[src/hdl/assert_macros.svh]
// Assertion macros shared by the recolor block.
`ifndef ASSERT_MACROS_SVH
`define ASSERT_MACROS_SVH
`ifndef NO_ASSERTIONS
`define HPR_ASSERT(lbl, prop, msg) \
  lbl: assert property (@(posedge clk) disable iff (!rst_n) prop) else $error(msg);
`define HPR_ASSERT_NEXT(lbl, ante, cons, msg) \
  lbl: assert property (@(posedge clk) disable iff (!rst_n) ante |=> cons) else $error(msg);
`else
`define HPR_ASSERT(lbl, prop, msg)
`define HPR_ASSERT_NEXT(lbl, ante, cons, msg)
`endif
`endif

[src/hdl/hpr_pkg.sv]
// Types, constants and stage payloads of the HSV pixel recolor block.
package hpr_pkg;

  localparam int HUE_STEPS = 360;

  localparam int HUE_W = 9;
  localparam int SAT_W = 16;
  localparam int CH_W  = 8;
  localparam int CFG_W = 16;
  localparam int IDX_W = 2;
  localparam int Q_W   = 16;
  localparam int ONE_W = Q_W + 1;
  localparam int NSTG  = 7;

  localparam int H6_W    = $clog2(6 * HUE_STEPS);
  localparam int NUM_W   = $clog2(HUE_STEPS + 1);
  localparam int TRCP_SH = NUM_W + Q_W;
  localparam int TRCP_W  = TRCP_SH - $clog2(HUE_STEPS) + 1;

  localparam int VQ_SH   = 14;
  localparam int VDIV    = 255;
  localparam int VDIV_SH = CH_W + VQ_SH;
  localparam int VRCP_W  = VDIV_SH - $clog2(VDIV) + 1;

  typedef logic [HUE_W-1:0]            hue_t;
  typedef logic [SAT_W-1:0]            sat_t;
  typedef logic [CH_W-1:0]             ch_t;
  typedef logic [CFG_W-1:0]            cfg_t;
  typedef logic [IDX_W-1:0]            idx_t;
  typedef logic [ONE_W-1:0]            one_t;
  typedef logic [H6_W-1:0]             h6_t;
  typedef logic [NUM_W-1:0]            num_t;
  typedef logic [2:0]                  sec_t;
  typedef logic [TRCP_W-1:0]           trcp_t;
  typedef logic [NUM_W+TRCP_W-1:0]     tp_t;
  typedef logic [NUM_W+ONE_W-1:0]      rm_t;
  typedef logic [VRCP_W-1:0]           vq_t;
  typedef logic [CH_W+VRCP_W-1:0]      vp_t;
  typedef logic [CH_W+VQ_SH-1:0]       vx_t;
  typedef logic [ONE_W+SAT_W-1:0]      cp_t;
  typedef logic [2*ONE_W-1:0]          xp_t;
  typedef logic [CH_W+ONE_W-1:0]       op_t;
  typedef logic [NSTG-1:0]             stg_t;

  localparam h6_t   STEPS_H6 = h6_t'(HUE_STEPS);
  localparam rm_t   STEPS_RM = rm_t'(HUE_STEPS);
  localparam trcp_t TRCP     = trcp_t'((64'd1 << TRCP_SH) / HUE_STEPS);
  localparam vq_t   VRCP     = vq_t'((64'd1 << VDIV_SH) / VDIV);
  localparam vx_t   VDIV_VX  = vx_t'(VDIV);
  localparam one_t  VHALF    = one_t'(32768);
  localparam one_t  VONE     = one_t'(65536);
  localparam ch_t   CH_MAX   = ch_t'(255);

  localparam idx_t REG_HUE      = idx_t'(0);
  localparam idx_t REG_TILE_SAT = idx_t'(1);
  localparam idx_t REG_TINT_SAT = idx_t'(2);

  localparam hue_t HUE_RST      = hue_t'(0);
  localparam sat_t TILE_SAT_RST = sat_t'(13107);
  localparam sat_t TINT_SAT_RST = sat_t'(6554);

  // Hue sectors, named by the red, green and blue terms (C chroma, X ramp, 0 zero).
  localparam sec_t SEC_CX0 = sec_t'(0);
  localparam sec_t SEC_XC0 = sec_t'(1);
  localparam sec_t SEC_0CX = sec_t'(2);
  localparam sec_t SEC_0XC = sec_t'(3);
  localparam sec_t SEC_X0C = sec_t'(4);
  localparam sec_t SEC_C0X = sec_t'(5);

  typedef struct packed {
    logic            func;
    logic [2:0][CH_W-1:0] ch;
    ch_t             alpha;
    ch_t             maxc;
    sec_t            sector;
    num_t            num;
    sat_t            sat;
  } prep_t;

  typedef struct packed {
    logic            func;
    logic [2:0][CH_W-1:0] ch;
    ch_t             alpha;
    sec_t            sector;
    sat_t            sat;
    one_t            v;
    one_t            t;
  } scale_t;

  typedef struct packed {
    logic            func;
    logic [2:0][CH_W-1:0] ch;
    ch_t             alpha;
    logic [2:0][ONE_W-1:0] frac;
  } frac_t;

endpackage

[src/hdl/hpr_prep.sv]
// First stage: channel inversion, maximum channel and hue sector split.
module hpr_prep (
  input  logic           clk,
  input  logic           en,
  input  logic           func,
  input  logic           invert,
  input  hpr_pkg::ch_t   red,
  input  hpr_pkg::ch_t   green,
  input  hpr_pkg::ch_t   blue,
  input  hpr_pkg::ch_t   alpha,
  input  hpr_pkg::hue_t  hue,
  input  hpr_pkg::sat_t  tile_sat,
  input  hpr_pkg::sat_t  tint_sat,
  output hpr_pkg::prep_t q_r
);

  logic [2:0][hpr_pkg::CH_W-1:0] ch;
  logic [2:0][hpr_pkg::CH_W-1:0] tch;
  hpr_pkg::ch_t   maxc;
  hpr_pkg::h6_t   hx;
  hpr_pkg::h6_t   h6;
  hpr_pkg::h6_t   base;
  hpr_pkg::h6_t   r6;
  hpr_pkg::h6_t   d;
  hpr_pkg::sec_t  sector;
  hpr_pkg::prep_t q_nxt;

  always_comb begin
    ch = {blue, green, red};
    for (int i = 0; i < 3; i++) begin
      tch[i] = (invert && !func) ? ~ch[i] : ch[i];
    end
    maxc = tch[0];
    if (tch[1] > maxc) begin
      maxc = tch[1];
    end
    if (tch[2] > maxc) begin
      maxc = tch[2];
    end

    hx = hpr_pkg::h6_t'(hue);
    if (hx >= hpr_pkg::STEPS_H6) begin
      hx = hx - hpr_pkg::STEPS_H6;
    end
    h6 = (hx << 2) + (hx << 1);

    sector = hpr_pkg::SEC_CX0;
    for (int k = 1; k < 6; k++) begin
      if (h6 >= hpr_pkg::h6_t'(k * hpr_pkg::HUE_STEPS)) begin
        sector = hpr_pkg::sec_t'(k);
      end
    end

    if (sector >= hpr_pkg::SEC_X0C) begin
      base = hpr_pkg::STEPS_H6 << 2;
    end else if (sector >= hpr_pkg::SEC_0CX) begin
      base = hpr_pkg::STEPS_H6 << 1;
    end else begin
      base = '0;
    end
    r6 = h6 - base;
    d  = (r6 >= hpr_pkg::STEPS_H6) ? r6 - hpr_pkg::STEPS_H6 : hpr_pkg::STEPS_H6 - r6;

    q_nxt.func   = func;
    q_nxt.ch     = ch;
    q_nxt.alpha  = alpha;
    q_nxt.maxc   = maxc;
    q_nxt.sector = sector;
    q_nxt.num    = hpr_pkg::num_t'(hpr_pkg::STEPS_H6 - d);
    q_nxt.sat    = func ? tint_sat : tile_sat;
  end

  always_ff @(posedge clk) begin
    if (en) begin
      q_r <= q_nxt;
    end
  end

endmodule

[src/hdl/hpr_scale.sv]
// Second and third stages: hue ramp and tile value by reciprocal division.
module hpr_scale (
  input  logic            clk,
  input  logic            en_mul,
  input  logic            en_fix,
  input  hpr_pkg::prep_t  d,
  output hpr_pkg::scale_t q_r
);

  hpr_pkg::prep_t  p_r;
  hpr_pkg::tp_t    tprod_r;
  hpr_pkg::vp_t    vprod_r;

  hpr_pkg::one_t   t_est;
  hpr_pkg::one_t   t_fix;
  hpr_pkg::rm_t    t_rem;
  hpr_pkg::vq_t    q_est;
  hpr_pkg::vq_t    q_fix;
  hpr_pkg::vx_t    v_rem;
  hpr_pkg::one_t   v;
  hpr_pkg::scale_t q_nxt;

  always_ff @(posedge clk) begin
    if (en_mul) begin
      p_r     <= d;
      tprod_r <= hpr_pkg::tp_t'(d.num) * hpr_pkg::tp_t'(hpr_pkg::TRCP);
      vprod_r <= hpr_pkg::vp_t'(d.maxc) * hpr_pkg::vp_t'(hpr_pkg::VRCP);
    end
  end

  // The reciprocal products come out at most one below the true quotient.
  always_comb begin
    t_est = tprod_r[hpr_pkg::NUM_W +: hpr_pkg::ONE_W];
    t_rem = hpr_pkg::rm_t'({p_r.num, {hpr_pkg::Q_W{1'b0}}})
          - hpr_pkg::rm_t'(t_est) * hpr_pkg::STEPS_RM;
    t_fix = (t_rem >= hpr_pkg::STEPS_RM) ? t_est + hpr_pkg::one_t'(1) : t_est;

    q_est = vprod_r[hpr_pkg::VDIV_SH - hpr_pkg::VQ_SH +: hpr_pkg::VRCP_W];
    v_rem = {p_r.maxc, {hpr_pkg::VQ_SH{1'b0}}} - hpr_pkg::vx_t'(q_est) * hpr_pkg::VDIV_VX;
    q_fix = (v_rem >= hpr_pkg::VDIV_VX) ? q_est + hpr_pkg::vq_t'(1) : q_est;
    v     = p_r.func ? hpr_pkg::VONE : hpr_pkg::VHALF + hpr_pkg::one_t'(q_fix);

    q_nxt.func   = p_r.func;
    q_nxt.ch     = p_r.ch;
    q_nxt.alpha  = p_r.alpha;
    q_nxt.sector = p_r.sector;
    q_nxt.sat    = p_r.sat;
    q_nxt.v      = v;
    q_nxt.t      = t_fix;
  end

  always_ff @(posedge clk) begin
    if (en_fix) begin
      q_r <= q_nxt;
    end
  end

endmodule

[src/hdl/hpr_hsv.sv]
// Fourth to sixth stages: chroma, ramp term, offset and per-sector channel fractions.
module hpr_hsv (
  input  logic            clk,
  input  logic            en_c,
  input  logic            en_x,
  input  logic            en_f,
  input  hpr_pkg::scale_t d,
  output hpr_pkg::frac_t  q_r
);

  hpr_pkg::scale_t s1_r;
  hpr_pkg::one_t   chroma_r;
  hpr_pkg::scale_t s2_r;
  hpr_pkg::one_t   c2_r;
  hpr_pkg::one_t   x_r;
  hpr_pkg::one_t   m_r;

  hpr_pkg::cp_t    cprod;
  hpr_pkg::xp_t    xprod;
  hpr_pkg::one_t   rv;
  hpr_pkg::one_t   gv;
  hpr_pkg::one_t   bv;
  hpr_pkg::frac_t  q_nxt;

  assign cprod = hpr_pkg::cp_t'(d.v) * hpr_pkg::cp_t'(d.sat);
  assign xprod = hpr_pkg::xp_t'(chroma_r) * hpr_pkg::xp_t'(s1_r.t);

  always_ff @(posedge clk) begin
    if (en_c) begin
      s1_r     <= d;
      chroma_r <= cprod[hpr_pkg::Q_W +: hpr_pkg::ONE_W];
    end
    if (en_x) begin
      s2_r <= s1_r;
      c2_r <= chroma_r;
      x_r  <= xprod[hpr_pkg::Q_W +: hpr_pkg::ONE_W];
      m_r  <= s1_r.v - chroma_r;
    end
  end

  always_comb begin
    unique case (s2_r.sector)
      hpr_pkg::SEC_CX0: begin rv = c2_r; gv = x_r;  bv = '0;   end
      hpr_pkg::SEC_XC0: begin rv = x_r;  gv = c2_r; bv = '0;   end
      hpr_pkg::SEC_0CX: begin rv = '0;   gv = c2_r; bv = x_r;  end
      hpr_pkg::SEC_0XC: begin rv = '0;   gv = x_r;  bv = c2_r; end
      hpr_pkg::SEC_X0C: begin rv = x_r;  gv = '0;   bv = c2_r; end
      default:          begin rv = c2_r; gv = '0;   bv = x_r;  end
    endcase
    q_nxt.func    = s2_r.func;
    q_nxt.ch      = s2_r.ch;
    q_nxt.alpha   = s2_r.alpha;
    q_nxt.frac[0] = rv + m_r;
    q_nxt.frac[1] = gv + m_r;
    q_nxt.frac[2] = bv + m_r;
  end

  always_ff @(posedge clk) begin
    if (en_f) begin
      q_r <= q_nxt;
    end
  end

endmodule

[src/hdl/hpr_out.sv]
// Last stage: scales each fraction to a channel and holds the result item.
module hpr_out (
  input  logic           clk,
  input  logic           en,
  input  hpr_pkg::frac_t d,
  output hpr_pkg::ch_t   red,
  output hpr_pkg::ch_t   green,
  output hpr_pkg::ch_t   blue,
  output hpr_pkg::ch_t   alpha
);

  logic [2:0][hpr_pkg::CH_W-1:0] res_r;
  logic [2:0][hpr_pkg::CH_W-1:0] res_nxt;
  hpr_pkg::ch_t                  alpha_r;
  hpr_pkg::ch_t                  alpha_nxt;
  hpr_pkg::ch_t                  mul_a;
  hpr_pkg::op_t                  prod;
  logic [hpr_pkg::CH_W:0]        scaled;

  always_comb begin
    for (int i = 0; i < 3; i++) begin
      mul_a      = d.func ? d.ch[i] : hpr_pkg::CH_MAX;
      prod       = hpr_pkg::op_t'(mul_a) * hpr_pkg::op_t'(d.frac[i]);
      scaled     = prod[hpr_pkg::Q_W +: hpr_pkg::CH_W + 1];
      res_nxt[i] = scaled[hpr_pkg::CH_W] ? hpr_pkg::CH_MAX : scaled[hpr_pkg::CH_W-1:0];
    end
    alpha_nxt = d.func ? d.alpha : '0;
  end

  always_ff @(posedge clk) begin
    if (en) begin
      res_r   <= res_nxt;
      alpha_r <= alpha_nxt;
    end
  end

  assign red   = res_r[0];
  assign green = res_r[1];
  assign blue  = res_r[2];
  assign alpha = alpha_r;

endmodule

[src/hdl/hsv_pixel_recolor.sv]
// Top level of the HSV pixel recolor block: configuration registers and pipeline control.
// The block takes one pixel item per clock cycle while in_ready is high and presents its
// result on the out_ ports once it has passed the seven stage registers, which carry a
// valid bit each; a stage loads whenever it is empty or the stage after it moves, so
// bubbles close up and in_ready drops only when all seven stages are full and out_ready
// is low. Configuration writes take effect on items accepted from the next cycle on and
// are meant to be made while no item is in flight. There is no start-up pass after reset.
`include "assert_macros.svh"

module hsv_pixel_recolor (
  input  logic          clk,
  input  logic          rst_n,
  input  logic          in_valid,
  output logic          in_ready,
  input  logic          in_func,
  input  logic          in_invert,
  input  hpr_pkg::ch_t  in_red,
  input  hpr_pkg::ch_t  in_green,
  input  hpr_pkg::ch_t  in_blue,
  input  hpr_pkg::ch_t  in_alpha,
  output logic          out_valid,
  input  logic          out_ready,
  output hpr_pkg::ch_t  out_red,
  output hpr_pkg::ch_t  out_green,
  output hpr_pkg::ch_t  out_blue,
  output hpr_pkg::ch_t  out_alpha,
  input  logic          cfg_we,
  input  hpr_pkg::idx_t cfg_index,
  input  hpr_pkg::cfg_t cfg_wdata
);

  hpr_pkg::hue_t   hue_r;
  hpr_pkg::sat_t   tile_sat_r;
  hpr_pkg::sat_t   tint_sat_r;
  hpr_pkg::stg_t   vld_r;
  hpr_pkg::stg_t   vld_nxt;
  hpr_pkg::stg_t   stg_en;
  hpr_pkg::prep_t  prep;
  hpr_pkg::scale_t scaled;
  hpr_pkg::frac_t  frac;

  always_ff @(posedge clk) begin
    if (!rst_n) begin
      hue_r      <= hpr_pkg::HUE_RST;
      tile_sat_r <= hpr_pkg::TILE_SAT_RST;
      tint_sat_r <= hpr_pkg::TINT_SAT_RST;
    end else if (cfg_we) begin
      unique case (cfg_index)
        hpr_pkg::REG_HUE:      hue_r      <= cfg_wdata[hpr_pkg::HUE_W-1:0];
        hpr_pkg::REG_TILE_SAT: tile_sat_r <= cfg_wdata[hpr_pkg::SAT_W-1:0];
        hpr_pkg::REG_TINT_SAT: tint_sat_r <= cfg_wdata[hpr_pkg::SAT_W-1:0];
        default: ;
      endcase
    end
  end

  always_comb begin
    stg_en[hpr_pkg::NSTG-1] = !vld_r[hpr_pkg::NSTG-1] || out_ready;
    for (int k = hpr_pkg::NSTG - 2; k >= 0; k--) begin
      stg_en[k] = !vld_r[k] || stg_en[k+1];
    end
    vld_nxt[0] = stg_en[0] ? in_valid : vld_r[0];
    for (int k = 1; k < hpr_pkg::NSTG; k++) begin
      vld_nxt[k] = stg_en[k] ? vld_r[k-1] : vld_r[k];
    end
  end

  always_ff @(posedge clk) begin
    if (!rst_n) begin
      vld_r <= '0;
    end else begin
      vld_r <= vld_nxt;
    end
  end

  assign in_ready  = stg_en[0];
  assign out_valid = vld_r[hpr_pkg::NSTG-1];

  hpr_prep u_prep (
    .clk      (clk),
    .en       (stg_en[0]),
    .func     (in_func),
    .invert   (in_invert),
    .red      (in_red),
    .green    (in_green),
    .blue     (in_blue),
    .alpha    (in_alpha),
    .hue      (hue_r),
    .tile_sat (tile_sat_r),
    .tint_sat (tint_sat_r),
    .q_r      (prep)
  );

  hpr_scale u_scale (
    .clk    (clk),
    .en_mul (stg_en[1]),
    .en_fix (stg_en[2]),
    .d      (prep),
    .q_r    (scaled)
  );

  hpr_hsv u_hsv (
    .clk  (clk),
    .en_c (stg_en[3]),
    .en_x (stg_en[4]),
    .en_f (stg_en[5]),
    .d    (scaled),
    .q_r  (frac)
  );

  hpr_out u_out (
    .clk   (clk),
    .en    (stg_en[6]),
    .d     (frac),
    .red   (out_red),
    .green (out_green),
    .blue  (out_blue),
    .alpha (out_alpha)
  );

  `HPR_ASSERT(a_bubble_ready, !(&vld_r) |-> in_ready, "pipeline has a bubble but stalls input")
  `HPR_ASSERT(a_stall_full, !in_ready |-> out_valid && !out_ready, "input stalled without output stall")
  `HPR_ASSERT_NEXT(a_accept_enters, in_valid && in_ready, vld_r[0], "accepted item not in first stage")
  `HPR_ASSERT_NEXT(a_drain, out_valid && out_ready && !vld_r[hpr_pkg::NSTG-2], !out_valid, "result repeated")

endmodule
[config.mk]
export PLATFORM = sky130hd
export DESIGN_NAME = hsv_pixel_recolor
export DESIGN_NICKNAME = d
export VERILOG_FILES = /design/src/hdl/hpr_pkg.sv /design/src/hdl/hpr_prep.sv /design/src/hdl/hpr_scale.sv /design/src/hdl/hpr_hsv.sv /design/src/hdl/hpr_out.sv /design/src/hdl/hsv_pixel_recolor.sv
export VERILOG_INCLUDE_DIRS = /design/src /design/src/hdl
export SDC_FILE = /design/constraint.sdc
export NUM_CORES = 2
export LEC_CHECK = 0
export BUFFER_PORTS_ARGS = -buffer_cell sky130_fd_sc_hd__buf_2
export CAP_MARGIN = 20
export CORE_MARGIN = 2
export CORE_UTILIZATION = 60
export DETAILED_ROUTE_END_ITERATION = 8
export GPL_TIMING_DRIVEN = 0
export PLACE_DENSITY = 0.75
export SYNTH_ARGS = -nofsm -noshare
export SYNTH_HDL_FRONTEND = slang
export SYNTH_SLANG_ARGS = --single-unit
[constraint.sdc]
create_clock -name clk -period 7.5 [get_ports clk]
set_clock_uncertainty 0.05 [all_clocks]
set_input_delay 1.125 -clock clk [delete_from_list [all_inputs] [get_ports clk]]
set_output_delay 1.125 -clock clk [all_outputs]
set_load 0.02 [all_outputs]
==> flow_summary.yaml <==
yosys:
  synth_seq_cells: 577
  ys_types: 86
  synth_area_sq_mm: 0.0591
  yosysTopAreaCellShare_pct: 27.4
  synth-async-reset-ratio_pct: 0
  syn-num-nets: 7114
  synth.area.top_cells: "fa_1 27%, edfxtp_1 27%, ha_1 12%"
  synthCells: 5661
  synth_top_flop_cell: "edfxtp_1"
  synth_edf_count: 529
  yosysWarnings: 0
  synth_area_per_cell_sq_um: 10.4
  ys_seq_area_share_pct: 28.5
  synth_largest_area_cell: "fa_1"
setup_path:
  arrival_ps: 7550
  regToRegSetupSlack_ps: 280
  crit_path_start_kind: "register"
  crit_type: "reg2reg"
  worstSetupEndpointType: "register"
  worst-r2r-cell-count: 25
  crit_path_max_fanout: 10
  critPathRequiredTime_ps: 7820
drt:
  drc: 0
  vias_per_cell: 5.54
  ant_nets: 0
  drt_iter0_markers: 2419
  drt-pass1-iter-count: 8
  vias: 39900
  wirelength_mm: 131
  avgRoutedWirePerCell_um: 18.1
floorplan:
  start_util_pct: 60.3
  chipHeight_um: 318
  core_area_sq_mm: 0.0980
  die_width_um: 318
  ios: 91
  dieArea_sq_mm: 0.101
  fp-row-count: 115
cts:
  clock_latency_ps: 670
  cts_tree: "done"
  clockBufferDepth: 3
  htreeDepth: 2
  cts_sinks: 577
  clockRootBuffer: "clkbuf_16"
  numCtsBuffers: 60
  path_clk_slew_ps: 60
hold_path:
  min_path_type: "reg2reg"
  whs_path_depth: 0
placement:
  placedInstanceArea_sq_mm: 0.0613
  post-dp-hpwl_mm: 104
  place.port_buffers: 89
  dp_slack_ps: -1230
  gp_congestion: 0.962
  dpl.cell_count: 7044
global_route:
  grt_max_degree: 72
  grt_util_all_layers_pct: 26.5
  grt_pass1_wl_mm: 214
  grt_pass1_vias: 41300
  grt-ovfl-total: 0
  antenna_found_initial: 5
finish:
  nNetsFinal: 7327
  area_delta_synth_final_pct: 8.70
  fin_area_sq_mm: 0.0642
  fin_cells: 7211
  drive_above_1_share_pct: 7.09
outcome:
  status: "finished clean"
timing:
  slew_headroom_pct: 28.5
  rsz0062_at_grt: "true"
  timing_worst_slew_pin_value_ps: 1060
  fin_crit_sh_pct: 96.3
  period_needed_ps: 7220
  timing.fmax_ghz: 0.138
  setup_ws_ps: 279
  hold_violations: 0
  setup_viol: 0
  slew_viol_final: 0
job:
  maxCapViolCount: 0
==> routing by layer <==
metal	track usage [%]	routed length (um)	share of wire [%]	vias up
met1	34.9	53700	41	19800
li1	-	-	-	18600
met4	9.22	4570	3.5	4
met2	44.4	63100	48	1254
met5	0	22	0.017	-
met3	4.92	9470	7.2	261
==> metrics by stage <==
step           utilization (%)  hold WS [ps]  setup TNS (ps)
2_1_floorplan                -           350               0
4_1_cts                   64.8           340           -27.6
6_report                  65.6           350               0
5_1_grt                   65.5           352            -558
3_3_place_gp              62.4           350          -11450
3_5_place_dp              62.6           355          -14330
==> layout by cell type (no fill, tap or decap), drive strengths merged, types with 11 or more instances in the layout <==
master     n
inv     1037
fa       808
nand2    790
ha       588
edfxtp   529
and2     372
clkbuf   213
buf      185
a21oi    158
nor2     151
xnor2    139
o21ai    103
xor2      68
a21o      64
nand2b    54
nand3     53
a22o      50
dfxtp     48
nor3      44
a21boi    37
nor2b     37
o21a      33
and3      33
nand4     26
o21bai    23
mux2      23
mux2i     20
clkinv    18
nor4      14
or3       13
a211oi    13
o211ai    12
or2       11
==> logic make-up after synthesis <==
kind of cell | count (synthesis) | share of synthesized area [%]
AOI/OAI and AO/OA | 587 | 6.61
xor gates and xnor gates | 207 | 3.08
adders and majority gates | 1402 | 39.9
buffers and inverters | 1205 | 7.68
DFF | 577 | 28.5
muxes | 43 | 0.777
and+or+nand+nor | 1640 | 13.4
==> final timing paths <==
kind	end	from
worst min-delay path	u_hsv.s1_r[4]	u_scale.q_r[4]
worst min register to register	u_hsv.s1_r[4]	u_scale.q_r[4]
worst max register to register	u_hsv.x_r[16]	u_hsv.s1_r[2]
worst max-delay path	u_hsv.x_r[16]	u_hsv.s1_r[2]
==> final cells by class <==
cell class	count	area (sq um)
flip-flops and latches	577	16800
plain buffers	144	634
multi-input cells	3879	38000
repair buffers	178	1260
well taps	1287	1610
clock inverters	33	352
diodes	3	7.51
fillers	7524	33800
clock buffers	76	1670
inverters	1034	3890
==> cell usage after synthesis (12+ instances only) <==
| master | n |
|---|---|
| a21boi_0 | 37 |
| clkbuf_1 | 163 |
| and2_1 | 372 |
| nand2b_1 | 54 |
| ha_1 | 588 |
| o21a_1 | 33 |
| a22o_1 | 50 |
| inv_1 | 1034 |
| nand4_1 | 26 |
| a211oi_1 | 13 |
| or3_1 | 13 |
| xor2_1 | 67 |
| o21bai_1 | 23 |
| xnor2_1 | 139 |
| and3_1 | 32 |
| nor2_1 | 150 |
| edfxtp_1 | 529 |
| dfxtp_1 | 48 |
| mux2i_1 | 20 |
| nand2_1 | 790 |
| fa_1 | 808 |
| o211ai_1 | 12 |
| nand3_1 | 53 |
| a21oi_1 | 157 |
| a21o_1 | 64 |
| o21ai_0 | 99 |
| mux2_2 | 23 |
| nor2b_1 | 36 |
| nor3_1 | 44 |
==> what timing repair did <==
action / 4_1_cts / 5_1_grt
cloned: 0 / 1
resized for setup: 42 / 85
setup endpoints to repair: 41 / 52
buffers inserted: 15 / 66
pin swaps: 1 / 24
hold buffers: 0 / 0
==> sequential cells by signal, indices dropped and copies added, names as in the netlist, 9 cells and up <==
register         cells
u_hsv.q_nxt         33
hue_r                9
u_scale.p_r         66
u_hsv.chroma_r      17
u_hsv.q_r           84
u_hsv.m_r           17
u_scale.tprod_r     18
u_hsv.s1_r          70
tile_sat_r          16
tint_sat_r          16
u_hsv.c2_r          17
u_scale.q_r         86
u_hsv.x_r           17
u_prep.q_r          68
==> worst max-delay path, stage by stage, from the launching register on <==
cell	delay, ps
edfxtp_1	480
clkbuf_2	300
nand2_1	120
fa_1	580
inv_1	60
fa_1	530
inv_1	50
fa_1	500
inv_1	50
fa_1	530
inv_1	50
fa_1	480
inv_1	50
fa_1	490
ha_1	360
nand4_1	110
a21oi_1	80
a221oi_4	280
buf_4	190
a211oi_2	120
o31ai_4	350
o211ai_1	220
a211o_1	360
a31o_2	270
a21oi_1	170
xnor2_1	90
Power is not shown: default switching activity piles up to over one toggle a cycle in this logic, so the estimate is an artifact.
